<file path="src/design/wdgd_pkg.sv">
// ----------------------------------------------------------------------------
// wdgd_pkg
// Shared types and constants for the wrapped diamond-grid distance pipeline.
// ----------------------------------------------------------------------------
package wdgd_pkg;

    localparam int COL_LIMIT = 256;
    localparam int ROW_LIMIT = 256;

    // Register and operand widths.
    localparam int CNT_W  = 9;   // column_count / row_count
    localparam int SPAN_W = 10;  // 2 * column count
    localparam int MV_W   = 12;  // modulo dividend, up to 2*511+255
    localparam int DV_W   = 10;  // modulo divisor and remainder

    // The restoring modulo walks the quotient bits MV_W-2 down to 0.
    localparam int MOD_K_HI  = MV_W - 2;
    localparam int MOD_K1_HI = 6;
    localparam int MOD_K2_HI = 2;

    // Configuration register indexes.
    localparam logic REG_COLUMN_COUNT = 1'b0;
    localparam logic REG_ROW_COUNT    = 1'b1;

    typedef enum logic [1:0] {
        ACT_XY_DIST  = 2'd0,
        ACT_RC_DIST  = 2'd1,
        ACT_XY_TO_RC = 2'd2,
        ACT_RC_TO_XY = 2'd3
    } t_action;

    typedef struct packed {
        t_action     action;
        logic [8:0]  a_x;
        logic [7:0]  a_y;
        logic [8:0]  b_x;
        logic [7:0]  b_y;
    } t_in_item;

    typedef struct packed {
        logic [8:0]  step_distance;
        logic [16:0] squared_quarters;
        logic [7:0]  rounded_distance;
        logic [8:0]  converted_x;
        logic [7:0]  converted_y;
    } t_out_item;

endpackage

</file>
<file path="src/design/wdgd_modpipe.sv">
// ----------------------------------------------------------------------------
// wdgd_modpipe
// Three-stage restoring modulo: remainder of a value by a run-time divisor.
// ----------------------------------------------------------------------------
module wdgd_modpipe (
    input  logic                        i_clk,
    input  logic [2:0]                  i_en,
    input  logic [wdgd_pkg::MV_W-1:0]   i_value,
    input  logic [wdgd_pkg::DV_W-1:0]   i_divisor,
    output logic [wdgd_pkg::DV_W-1:0]   o_rem
);
    import wdgd_pkg::*;

    localparam int SH_W = MV_W + DV_W;

    logic [MV_W-1:0] r_v1, r_v2, r_v3;
    logic [DV_W-1:0] r_d1, r_d2;
    logic [MV_W-1:0] n_v1, n_v2, n_v3;

    // Each stage tries to subtract the divisor shifted by a few quotient bits.
    always_comb begin
        logic [SH_W-1:0] sh;
        n_v1 = i_value;
        for (int k = MOD_K_HI; k > MOD_K1_HI; k--) begin
            sh = {{(SH_W-DV_W){1'b0}}, i_divisor} << k;
            if ({{DV_W{1'b0}}, n_v1} >= sh) begin
                n_v1 = n_v1 - sh[MV_W-1:0];
            end
        end
        n_v2 = r_v1;
        for (int k = MOD_K1_HI; k > MOD_K2_HI; k--) begin
            sh = {{(SH_W-DV_W){1'b0}}, r_d1} << k;
            if ({{DV_W{1'b0}}, n_v2} >= sh) begin
                n_v2 = n_v2 - sh[MV_W-1:0];
            end
        end
        n_v3 = r_v2;
        for (int k = MOD_K2_HI; k >= 0; k--) begin
            sh = {{(SH_W-DV_W){1'b0}}, r_d2} << k;
            if ({{DV_W{1'b0}}, n_v3} >= sh) begin
                n_v3 = n_v3 - sh[MV_W-1:0];
            end
        end
    end

    always_ff @(posedge i_clk) begin
        if (i_en[0]) begin
            r_v1 <= n_v1;
            r_d1 <= i_divisor;
        end
        if (i_en[1]) begin
            r_v2 <= n_v2;
            r_d2 <= r_d1;
        end
        if (i_en[2]) begin
            r_v3 <= n_v3;
        end
    end

    assign o_rem = r_v3[DV_W-1:0];

endmodule

</file>
<file path="src/design/wrapped_diamond_grid_distance.sv">
// ----------------------------------------------------------------------------
// wrapped_diamond_grid_distance
// Wrapped diamond-grid travel, squared and rounded distance, and XY/RC
// conversion of a point, as an eleven-stage pipeline.
// ----------------------------------------------------------------------------
// Throughput: one item per cycle; stages that hold no item fill while the
// output is stalled, so a stall backs up only through occupied stages.
// Depth is set by the three-stage modulo unit and the three-stage square root.
// Reset clears all valid bits and sets both counts to 256.
module wrapped_diamond_grid_distance (
    input  logic                   i_clk,
    input  logic                   i_rst_n,
    input  logic                   i_valid,
    output logic                   o_stall,
    input  wdgd_pkg::t_in_item     i_item,
    output logic                   o_valid,
    input  logic                   i_stall,
    output wdgd_pkg::t_out_item    o_item,
    input  logic                   i_cfg_valid,
    output logic                   o_cfg_ready,
    input  logic                   i_cfg_index,
    input  logic [8:0]             i_cfg_data
);
    import wdgd_pkg::*;

    localparam int NST = 10;

    typedef struct packed {
        logic [17:0] bits;
        logic [10:0] rem;
        logic [8:0]  root;
    } t_sq;

    // Three digit steps of the bitwise integer square root.
    function automatic t_sq sq_step3(input t_sq s_in);
        t_sq         s;
        logic [12:0] rem2;
        logic [12:0] trial;
        logic [12:0] diff;
        s = s_in;
        for (int i = 0; i < 3; i++) begin
            rem2   = {s.rem, s.bits[17:16]};
            s.bits = {s.bits[15:0], 2'b00};
            trial  = {2'b00, s.root, 2'b01};
            diff   = rem2 - trial;
            if (rem2 >= trial) begin
                s.rem  = diff[10:0];
                s.root = {s.root[7:0], 1'b1};
            end else begin
                s.rem  = rem2[10:0];
                s.root = {s.root[7:0], 1'b0};
            end
        end
        return s;
    endfunction

    // Configuration.
    logic [CNT_W-1:0]  r_col_eff, r_row_eff;
    logic [SPAN_W-1:0] r_xspan;
    logic [CNT_W-1:0]  n_cfg_eff;
    logic [CNT_W-1:0]  n_cfg_lim;

    // Pipeline control.
    logic [NST-1:0] r_v;
    logic           r_ov;
    logic [NST-1:0] en;
    logic           en_out;

    // Side data travelling with the item.
    t_action     r_act  [0:NST-1];
    logic [7:0]  r_ay   [0:NST-1];
    logic        r_neg  [0:3];
    logic [8:0]  r_conv [4:NST-1];
    logic [8:0]  r_trip [5:NST-1];
    logic [16:0] r_t    [6:NST-1];
    t_sq         r_sq   [7:NST-1];

    // Stage 0 operands.
    logic [MV_W-1:0] r_xa_val, r_xb_val, r_ya_val, r_yb_val;
    logic [DV_W-1:0] r_xa_div;
    logic [MV_W-1:0] n_xa_val, n_xb_val;
    logic [DV_W-1:0] n_xa_div;
    logic            n_neg;
    logic [9:0]      diff_pos, diff_neg;
    logic [7:0]      mag;
    logic [MV_W-1:0] lin_a, lin_b;

    // Remainders from the modulo units.
    logic [DV_W-1:0] rem_xa, rem_xb, rem_ya, rem_yb;

    // Stage 4 to 6.
    logic [9:0]  r_dxu, r_dxw;
    logic [8:0]  r_dyu, r_dyw;
    logic [19:0] r_sqxu, r_sqxw;
    logic [17:0] r_sqyu, r_sqyw;
    logic [9:0]  n_dxu, n_dxw, n_col;
    logic [8:0]  n_dyu, n_dyw, n_conv;
    logic [9:0]  n_sx, n_sy, n_lo, n_hi, n_trip, n_half;
    logic [20:0] s1, s2, s3, s4, m12, m34, n_tmin;
    t_sq         n_sq_init;
    logic [9:0]  n_round;
    t_out_item   r_out;

    // ---------------- configuration ----------------
    always_comb begin
        n_cfg_lim = (i_cfg_index == REG_COLUMN_COUNT) ? CNT_W'(COL_LIMIT)
                                                      : CNT_W'(ROW_LIMIT);
        if (i_cfg_data == '0) begin
            n_cfg_eff = CNT_W'(1);
        end else if (i_cfg_data > n_cfg_lim) begin
            n_cfg_eff = n_cfg_lim;
        end else begin
            n_cfg_eff = i_cfg_data;
        end
    end

    assign o_cfg_ready = 1'b1;

    always_ff @(posedge i_clk) begin
        if (!i_rst_n) begin
            r_col_eff <= CNT_W'(COL_LIMIT);
            r_row_eff <= CNT_W'(ROW_LIMIT);
            r_xspan   <= SPAN_W'(2 * COL_LIMIT);
        end else if (i_cfg_valid && o_cfg_ready) begin
            if (i_cfg_index == REG_COLUMN_COUNT) begin
                r_col_eff <= n_cfg_eff;
                r_xspan   <= {n_cfg_eff, 1'b0};
            end else begin
                r_row_eff <= n_cfg_eff;
            end
        end
    end

    // ---------------- flow control ----------------
    // A stage takes a new item when it is empty or its item moves on.
    always_comb begin
        en_out      = !r_ov || !i_stall;
        en[NST-1]   = !r_v[NST-1] || en_out;
        for (int k = NST - 2; k >= 0; k--) begin
            en[k] = !r_v[k] || en[k+1];
        end
    end

    assign o_stall = !en[0];

    always_ff @(posedge i_clk) begin
        if (!i_rst_n) begin
            r_v  <= '0;
            r_ov <= 1'b0;
        end else begin
            if (en[0]) begin
                r_v[0] <= i_valid;
            end
            for (int k = 1; k < NST; k++) begin
                if (en[k]) begin
                    r_v[k] <= r_v[k-1];
                end
            end
            if (en_out) begin
                r_ov <= r_v[NST-1];
            end
        end
    end

    // ---------------- stage 0: operands ----------------
    always_comb begin
        diff_pos = {1'b0, i_item.a_x} - {2'b00, i_item.a_y};
        diff_neg = {2'b00, i_item.a_y} - {1'b0, i_item.a_x};
        n_neg    = {1'b0, i_item.a_y} > i_item.a_x;
        // Halving truncates toward zero, so the magnitude is halved.
        mag      = n_neg ? diff_neg[8:1] : diff_pos[8:1];
        lin_a    = {2'b00, i_item.a_x, 1'b0} + {4'b0000, i_item.a_y};
        lin_b    = {2'b00, i_item.b_x, 1'b0} + {4'b0000, i_item.b_y};
        case (i_item.action)
            ACT_RC_DIST, ACT_RC_TO_XY: begin
                n_xa_val = lin_a;
                n_xa_div = r_xspan;
            end
            ACT_XY_TO_RC: begin
                n_xa_val = {{(MV_W-8){1'b0}}, mag};
                n_xa_div = {1'b0, r_col_eff};
            end
            default: begin
                n_xa_val = {{(MV_W-9){1'b0}}, i_item.a_x};
                n_xa_div = r_xspan;
            end
        endcase
        n_xb_val = (i_item.action == ACT_RC_DIST) ? lin_b
                                                  : {{(MV_W-9){1'b0}}, i_item.b_x};
    end

    always_ff @(posedge i_clk) begin
        if (en[0]) begin
            r_xa_val <= n_xa_val;
            r_xa_div <= n_xa_div;
            r_xb_val <= n_xb_val;
            r_ya_val <= {{(MV_W-8){1'b0}}, i_item.a_y};
            r_yb_val <= {{(MV_W-8){1'b0}}, i_item.b_y};
            r_neg[0] <= n_neg;
            r_act[0] <= i_item.action;
            r_ay[0]  <= i_item.a_y;
        end
        for (int k = 1; k < NST; k++) begin
            if (en[k]) begin
                r_act[k] <= r_act[k-1];
                r_ay[k]  <= r_ay[k-1];
            end
        end
        for (int k = 1; k < 4; k++) begin
            if (en[k]) begin
                r_neg[k] <= r_neg[k-1];
            end
        end
    end

    // ---------------- stages 1-3: wrap by modulo ----------------
    wdgd_modpipe u_mod_xa (
        .i_clk     (i_clk),
        .i_en      (en[3:1]),
        .i_value   (r_xa_val),
        .i_divisor (r_xa_div),
        .o_rem     (rem_xa)
    );

    wdgd_modpipe u_mod_xb (
        .i_clk     (i_clk),
        .i_en      (en[3:1]),
        .i_value   (r_xb_val),
        .i_divisor (r_xspan),
        .o_rem     (rem_xb)
    );

    wdgd_modpipe u_mod_ya (
        .i_clk     (i_clk),
        .i_en      (en[3:1]),
        .i_value   (r_ya_val),
        .i_divisor ({1'b0, r_row_eff}),
        .o_rem     (rem_ya)
    );

    wdgd_modpipe u_mod_yb (
        .i_clk     (i_clk),
        .i_en      (en[3:1]),
        .i_value   (r_yb_val),
        .i_divisor ({1'b0, r_row_eff}),
        .o_rem     (rem_yb)
    );

    // ---------------- stage 4: deltas and conversion ----------------
    always_comb begin
        // A negative quotient wraps to the column count minus its remainder.
        n_col = (r_neg[3] && rem_xa != '0) ? ({1'b0, r_col_eff} - rem_xa) : rem_xa;
        case (r_act[3])
            ACT_XY_TO_RC: n_conv = n_col[8:0];
            ACT_RC_TO_XY: n_conv = rem_xa[8:0];
            default:      n_conv = '0;
        endcase
        n_dxu = (rem_xa > rem_xb) ? (rem_xa - rem_xb) : (rem_xb - rem_xa);
        n_dxw = r_xspan - n_dxu;
        n_dyu = (rem_ya > rem_yb) ? (rem_ya[8:0] - rem_yb[8:0])
                                  : (rem_yb[8:0] - rem_ya[8:0]);
        n_dyw = r_row_eff - n_dyu;
    end

    always_ff @(posedge i_clk) begin
        if (en[4]) begin
            r_dxu     <= n_dxu;
            r_dxw     <= n_dxw;
            r_dyu     <= n_dyu;
            r_dyw     <= n_dyw;
            r_conv[4] <= n_conv;
        end
        for (int k = 5; k < NST; k++) begin
            if (en[k]) begin
                r_conv[k] <= r_conv[k-1];
            end
        end
    end

    // ---------------- stage 5: squares and travel ----------------
    always_comb begin
        n_sx   = (r_dxu < r_dxw) ? r_dxu : r_dxw;
        n_sy   = {1'b0, (r_dyu < r_dyw) ? r_dyu : r_dyw};
        n_lo   = (n_sx < n_sy) ? n_sx : n_sy;
        n_hi   = (n_sx < n_sy) ? n_sy : n_sx;
        n_half = (n_hi - n_lo) >> 1;
        n_trip = n_lo + n_half;
    end

    always_ff @(posedge i_clk) begin
        if (en[5]) begin
            r_sqxu    <= {10'b0, r_dxu} * {10'b0, r_dxu};
            r_sqxw    <= {10'b0, r_dxw} * {10'b0, r_dxw};
            r_sqyu    <= {9'b0, r_dyu} * {9'b0, r_dyu};
            r_sqyw    <= {9'b0, r_dyw} * {9'b0, r_dyw};
            r_trip[5] <= n_trip[8:0];
        end
        for (int k = 6; k < NST; k++) begin
            if (en[k]) begin
                r_trip[k] <= r_trip[k-1];
            end
        end
    end

    // ---------------- stage 6: least of the four wrap combinations ----------------
    always_comb begin
        s1     = {1'b0, r_sqxu} + {3'b000, r_sqyu};
        s2     = {1'b0, r_sqxw} + {3'b000, r_sqyu};
        s3     = {1'b0, r_sqxu} + {3'b000, r_sqyw};
        s4     = {1'b0, r_sqxw} + {3'b000, r_sqyw};
        m12    = (s1 < s2) ? s1 : s2;
        m34    = (s3 < s4) ? s3 : s4;
        n_tmin = (m12 < m34) ? m12 : m34;
    end

    always_ff @(posedge i_clk) begin
        if (en[6]) begin
            r_t[6] <= n_tmin[16:0];
        end
        for (int k = 7; k < NST; k++) begin
            if (en[k]) begin
                r_t[k] <= r_t[k-1];
            end
        end
    end

    // ---------------- stages 7-9: square root ----------------
    always_comb begin
        n_sq_init.bits = {1'b0, r_t[6]};
        n_sq_init.rem  = '0;
        n_sq_init.root = '0;
    end

    always_ff @(posedge i_clk) begin
        if (en[7]) begin
            r_sq[7] <= sq_step3(n_sq_init);
        end
        for (int k = 8; k < NST; k++) begin
            if (en[k]) begin
                r_sq[k] <= sq_step3(r_sq[k-1]);
            end
        end
    end

    // ---------------- output register ----------------
    assign n_round = {1'b0, r_sq[NST-1].root} + 10'd1;

    always_ff @(posedge i_clk) begin
        if (en_out) begin
            if (r_act[NST-1] == ACT_XY_TO_RC || r_act[NST-1] == ACT_RC_TO_XY) begin
                r_out.step_distance    <= '0;
                r_out.squared_quarters <= '0;
                r_out.rounded_distance <= '0;
                r_out.converted_x      <= r_conv[NST-1];
                r_out.converted_y      <= r_ay[NST-1];
            end else begin
                r_out.step_distance    <= r_trip[NST-1];
                r_out.squared_quarters <= r_t[NST-1];
                r_out.rounded_distance <= n_round[8:1];
                r_out.converted_x      <= '0;
                r_out.converted_y      <= '0;
            end
        end
    end

    assign o_valid = r_ov;
    assign o_item  = r_out;

endmodule

</file>
<file path="config.mk">
export PLATFORM = sky130hd
export DESIGN_NAME = wrapped_diamond_grid_distance
export DESIGN_NICKNAME = d
export VERILOG_FILES = /design/src/design/wdgd_pkg.sv /design/src/design/wdgd_modpipe.sv /design/src/design/wrapped_diamond_grid_distance.sv
export SDC_FILE = /design/constraint.sdc
export NUM_CORES = 2
export LEC_CHECK = 0
export BUFFER_PORTS_ARGS = -buffer_cell sky130_fd_sc_hd__buf_2
export CORE_ASPECT_RATIO = 1.2
export CORE_UTILIZATION = 45
export CTS_CLUSTER_SIZE = 8
export DETAILED_ROUTE_END_ITERATION = 10
export HOLD_SLACK_MARGIN = 0.03
export PLACE_DENSITY = 0.64
export SYNTH_ARGS = -nofsm -noshare
export SYNTH_HDL_FRONTEND = slang
export SYNTH_SLANG_ARGS = --single-unit
</file>
<file path="constraint.sdc">
create_clock -name i_clk -period 28.6 [get_ports i_clk]
set_input_delay 1.43 -clock i_clk [delete_from_list [all_inputs] [get_ports i_clk]]
set_output_delay 1.43 -clock i_clk [all_outputs]
set_load 0.005 [all_outputs]
</file>
==> flow_summary.yaml <==
run_status:
  status: "finished with violations"
  violations: "DRC"
die:
  core_area_um2: 127000
  start_util_pct: 45.4
  dieArea_um2: 129000
  ios: 105
  die_h_um: 393
  std_cell_rows: 143
  die_w_um: 328
timing:
  tightest_slew_ns: 1.14
  hold_violations: 0
  finalMaxSlewViolations: 0
  relSlewSlack_pct: 23.0
  fmax_ghz: 0.0952
  period_share_pct: 36.7
  skew_ns: 0.0373
  finalSetupViolCount: 0
  rsz0062_at_grt: "no"
  tns_ns: 0
  finalCriticalPeriod_ns: 10.51
global_route:
  grt_pass1_vias: 40200
  grt_pass1_wl_um: 205000
  grt_max_degree: 85
  track_usage_pct: 20.0
  antenna_found_initial: 3
  grt_overflow: 0
synth:
  syn_nets: 6487
  synth_top_family_by_area: "adder cells"
  synthXorXnorAreaFrac_pct: 6.67
  ys_ff_latch: 712
  synth_edf_count: 683
  syn_inst: 5492
  synth_cell_types: 96
  postSynthAreaPerCell_um2: 10.5
  netlist_area_um2: 57500
  synth-simple-area-share_pct: 11.0
  ys_warn_count: 0
  synthArstFlopShare_pct: 0
  synth-compound-area-share_pct: 12.4
  synth-main-ff-cell: "edfxtp_1"
  seq_area_frac_synth_pct: 36.7
  synthMuxAreaShare_pct: 5.16
  synthAdderAreaFrac_pct: 23.2
hold_path:
  hold_end: "r_trip[9][5]"
  hold_depth: 0
  hold_class: "register to register"
  worstHoldStart: "r_trip[8][5]"
setup_path:
  end_kind: "register"
  worstPathArrival_ns: 10.98
  r2r-end: "u_mod_yb.r_v2[11]"
  path_class: "register to register"
  rr_worst_depth: 41
  startpoint_type: "register"
  rrSetupSlack_ns: 18.09
  slowest_delay_ns: 0.74
  cp.required_ns: 29.07
  crit_slowest_cell: "a21oi_1"
  cpMostUsedCell: "a21o_1"
  critical_path.max_fanout: 14
  reg2reg_from: "u_mod_yb.r_d1[1]"
place:
  io_buffers: 103
  place_congestion: 0.886
  dp_hpwl_um: 101000
cells_and_area:
  nets: 6628
  drive_gt1_share_pct: 8.48
  areaGrowthSynthToFinish_pct: 9.20
clock_tree:
  hold_buffers: 0
  htreeDepth: 3
  ctsResizeCount: 0
  clock_latency_ns: 0.72
  cts_tree: "done"
  cts.path.max_buffers: 3
  path_clk_slew_ns: 0.05
  cts.sinks: 712
  numCtsBuffers: 101
  post_cts_buffers: 0
  clockRootBuffer: "clkbuf_16"
route:
  wl_per_cell_um: 17.6
  viasPerCell: 5.38
  via_count: 39400
  drt_iter0_markers: 1862
  first_pass_iters: 8
  drc: 32
  ant_nets: 0
  wl_um: 129000
flow_run:
  max_cap_violations: 0
cell usage in the layout, fill, tap and decap left out, drive strengths merged, types with 26 or more instances in the layout:
cell type  netlist  layout
ha             739     739
edfxtp         683     683
inv            627     628
a21oi          389     389
nor2           318     318
xnor2          287     287
nand2          285     285
o21ai          243     243
fa             205     205
a21o           194     194
mux2           165     165
xor2           150     150
buf             13     135
nor2b          122     122
clkbuf          84     118
and2           114     114
mux2i          110     110
nor3            76      76
o21bai          75      75
nand3           73      73
nand2b          64      64
nand4           58      58
o21a            48      48
nor4            31      31
dfxtp           29      29
or3             26      26
critical path: cells and delay by family (launching register included):
family,cells,cell delay [ns]
AOI/OAI and AO/OA,28,5.14
adders and majority gates,4,1.17
buffers and inverters,2,0.67
DFF,1,0.48
muxes,3,1.31
and+or+nand+nor,4,1.49
logic make-up (layout without fill, tap and decap cells):
family	count (synthesis)	count (layout)
buffers and inverters	731	900
multiplexers	275	275
other	1	3
XOR/XNOR	437	437
AND/OR/NAND/NOR	1255	1255
adder cells (fa/ha/maj)	944	944
flip-flops	712	712
AO/OA/AOI/OAI	1137	1137
cell usage after synthesis, types with 19 or more instances:
| library cell | n | share of area (%) |
|---|---|---|
| nand4_1 | 58 | 0.63 |
| nor2b_1 | 122 | 1.3 |
| a21o_1 | 194 | 2.5 |
| a21oi_1 | 387 | 3.4 |
| and2_1 | 114 | 1.2 |
| mux2_2 | 164 | 3.2 |
| edfxtp_1 | 683 | 36 |
| nor4_1 | 28 | 0.30 |
| or3_1 | 26 | 0.28 |
| inv_1 | 626 | 4.1 |
| a211oi_1 | 19 | 0.25 |
| dfxtp_1 | 29 | 1.0 |
| mux2i_1 | 110 | 1.9 |
| nand2b_1 | 64 | 0.70 |
| ha_1 | 739 | 16 |
| xnor2_1 | 286 | 4.4 |
| fa_1 | 205 | 7.1 |
| nand3_1 | 72 | 0.63 |
| clkbuf_1 | 84 | 0.55 |
| o21ai_0 | 235 | 2.0 |
| o21bai_1 | 75 | 0.98 |
| a31oi_1 | 21 | 0.23 |
| and3_1 | 21 | 0.23 |
| nand2_1 | 284 | 1.9 |
| o21a_1 | 48 | 0.63 |
| nor3_1 | 74 | 0.64 |
| xor2_1 | 150 | 2.3 |
| nor2_1 | 318 | 2.1 |
| a21boi_0 | 21 | 0.27 |
final cells by class:
class                   instances  area, um^2
clock buffers                 118        2620
repair buffers                135         756
fillers                     11500       63900
well taps                    1667        2090
multi-input cells            4049       33600
diodes                          2        5.00
flip-flops and latches        712       21100
clock inverters                13         181
inverters                     634        2380
metal layers:
layer	global-route usage, %	vias up	part of all wire [%]	wire [um]
li1	-	19700	-	-
met1	22.8	18900	41	53200
met2	36.7	628	51	65900
met3	2.76	241	3.3	4250
met4	8.88	2	4.4	5660
met5	0	-	0.0093	12
state kept, by name, summed over array words and instances (netlist names), 18 cells and up:
| signal | cells |
|---|---|
| o_item | 51 |
| r_ay | 70 |
| r_conv | 54 |
| r_sq | 40 |
| r_sqxu | 19 |
| r_sqxw | 18 |
| r_t | 65 |
| r_trip | 45 |
how the worst max path moves through the flow:
stage                      from           endpoint  cells after the start
2_1_floorplan  u_mod_yb.r_d1[1]  u_mod_yb.r_v2[10]                     41
3_3_place_gp   u_mod_yb.r_d1[1]   u_mod_ya.r_v2[4]                     42
3_5_place_dp   u_mod_yb.r_d1[1]  u_mod_yb.r_v2[11]                     41
4_1_cts        u_mod_yb.r_d1[1]  u_mod_yb.r_v2[11]                     41
5_1_grt        u_mod_yb.r_d1[1]  u_mod_yb.r_v2[11]                     42
6_report       u_mod_yb.r_d1[1]  u_mod_yb.r_v2[11]                     41
per-stage QoR:
step / cell area (um^2) / utilization [%] / instances / worst slack, ns / hold WS [ns]
2_1_floorplan: 57500 / - / 5492 / 19.39 / 0.400
3_3_place_gp: 59900 / 47.3 / 7197 / 18.28 / 0.402
3_5_place_dp: 59900 / 47.3 / 7197 / 18.13 / 0.405
4_1_cts: 62700 / 49.5 / 7328 / 18.10 / 0.393
5_1_grt: 62700 / 49.5 / 7328 / 17.19 / 0.412
6_report: 62800 / 49.5 / 7330 / 18.09 / 0.398
Power is not shown: default switching activity piles up to over one toggle a cycle in this logic, so the estimate is an artifact.
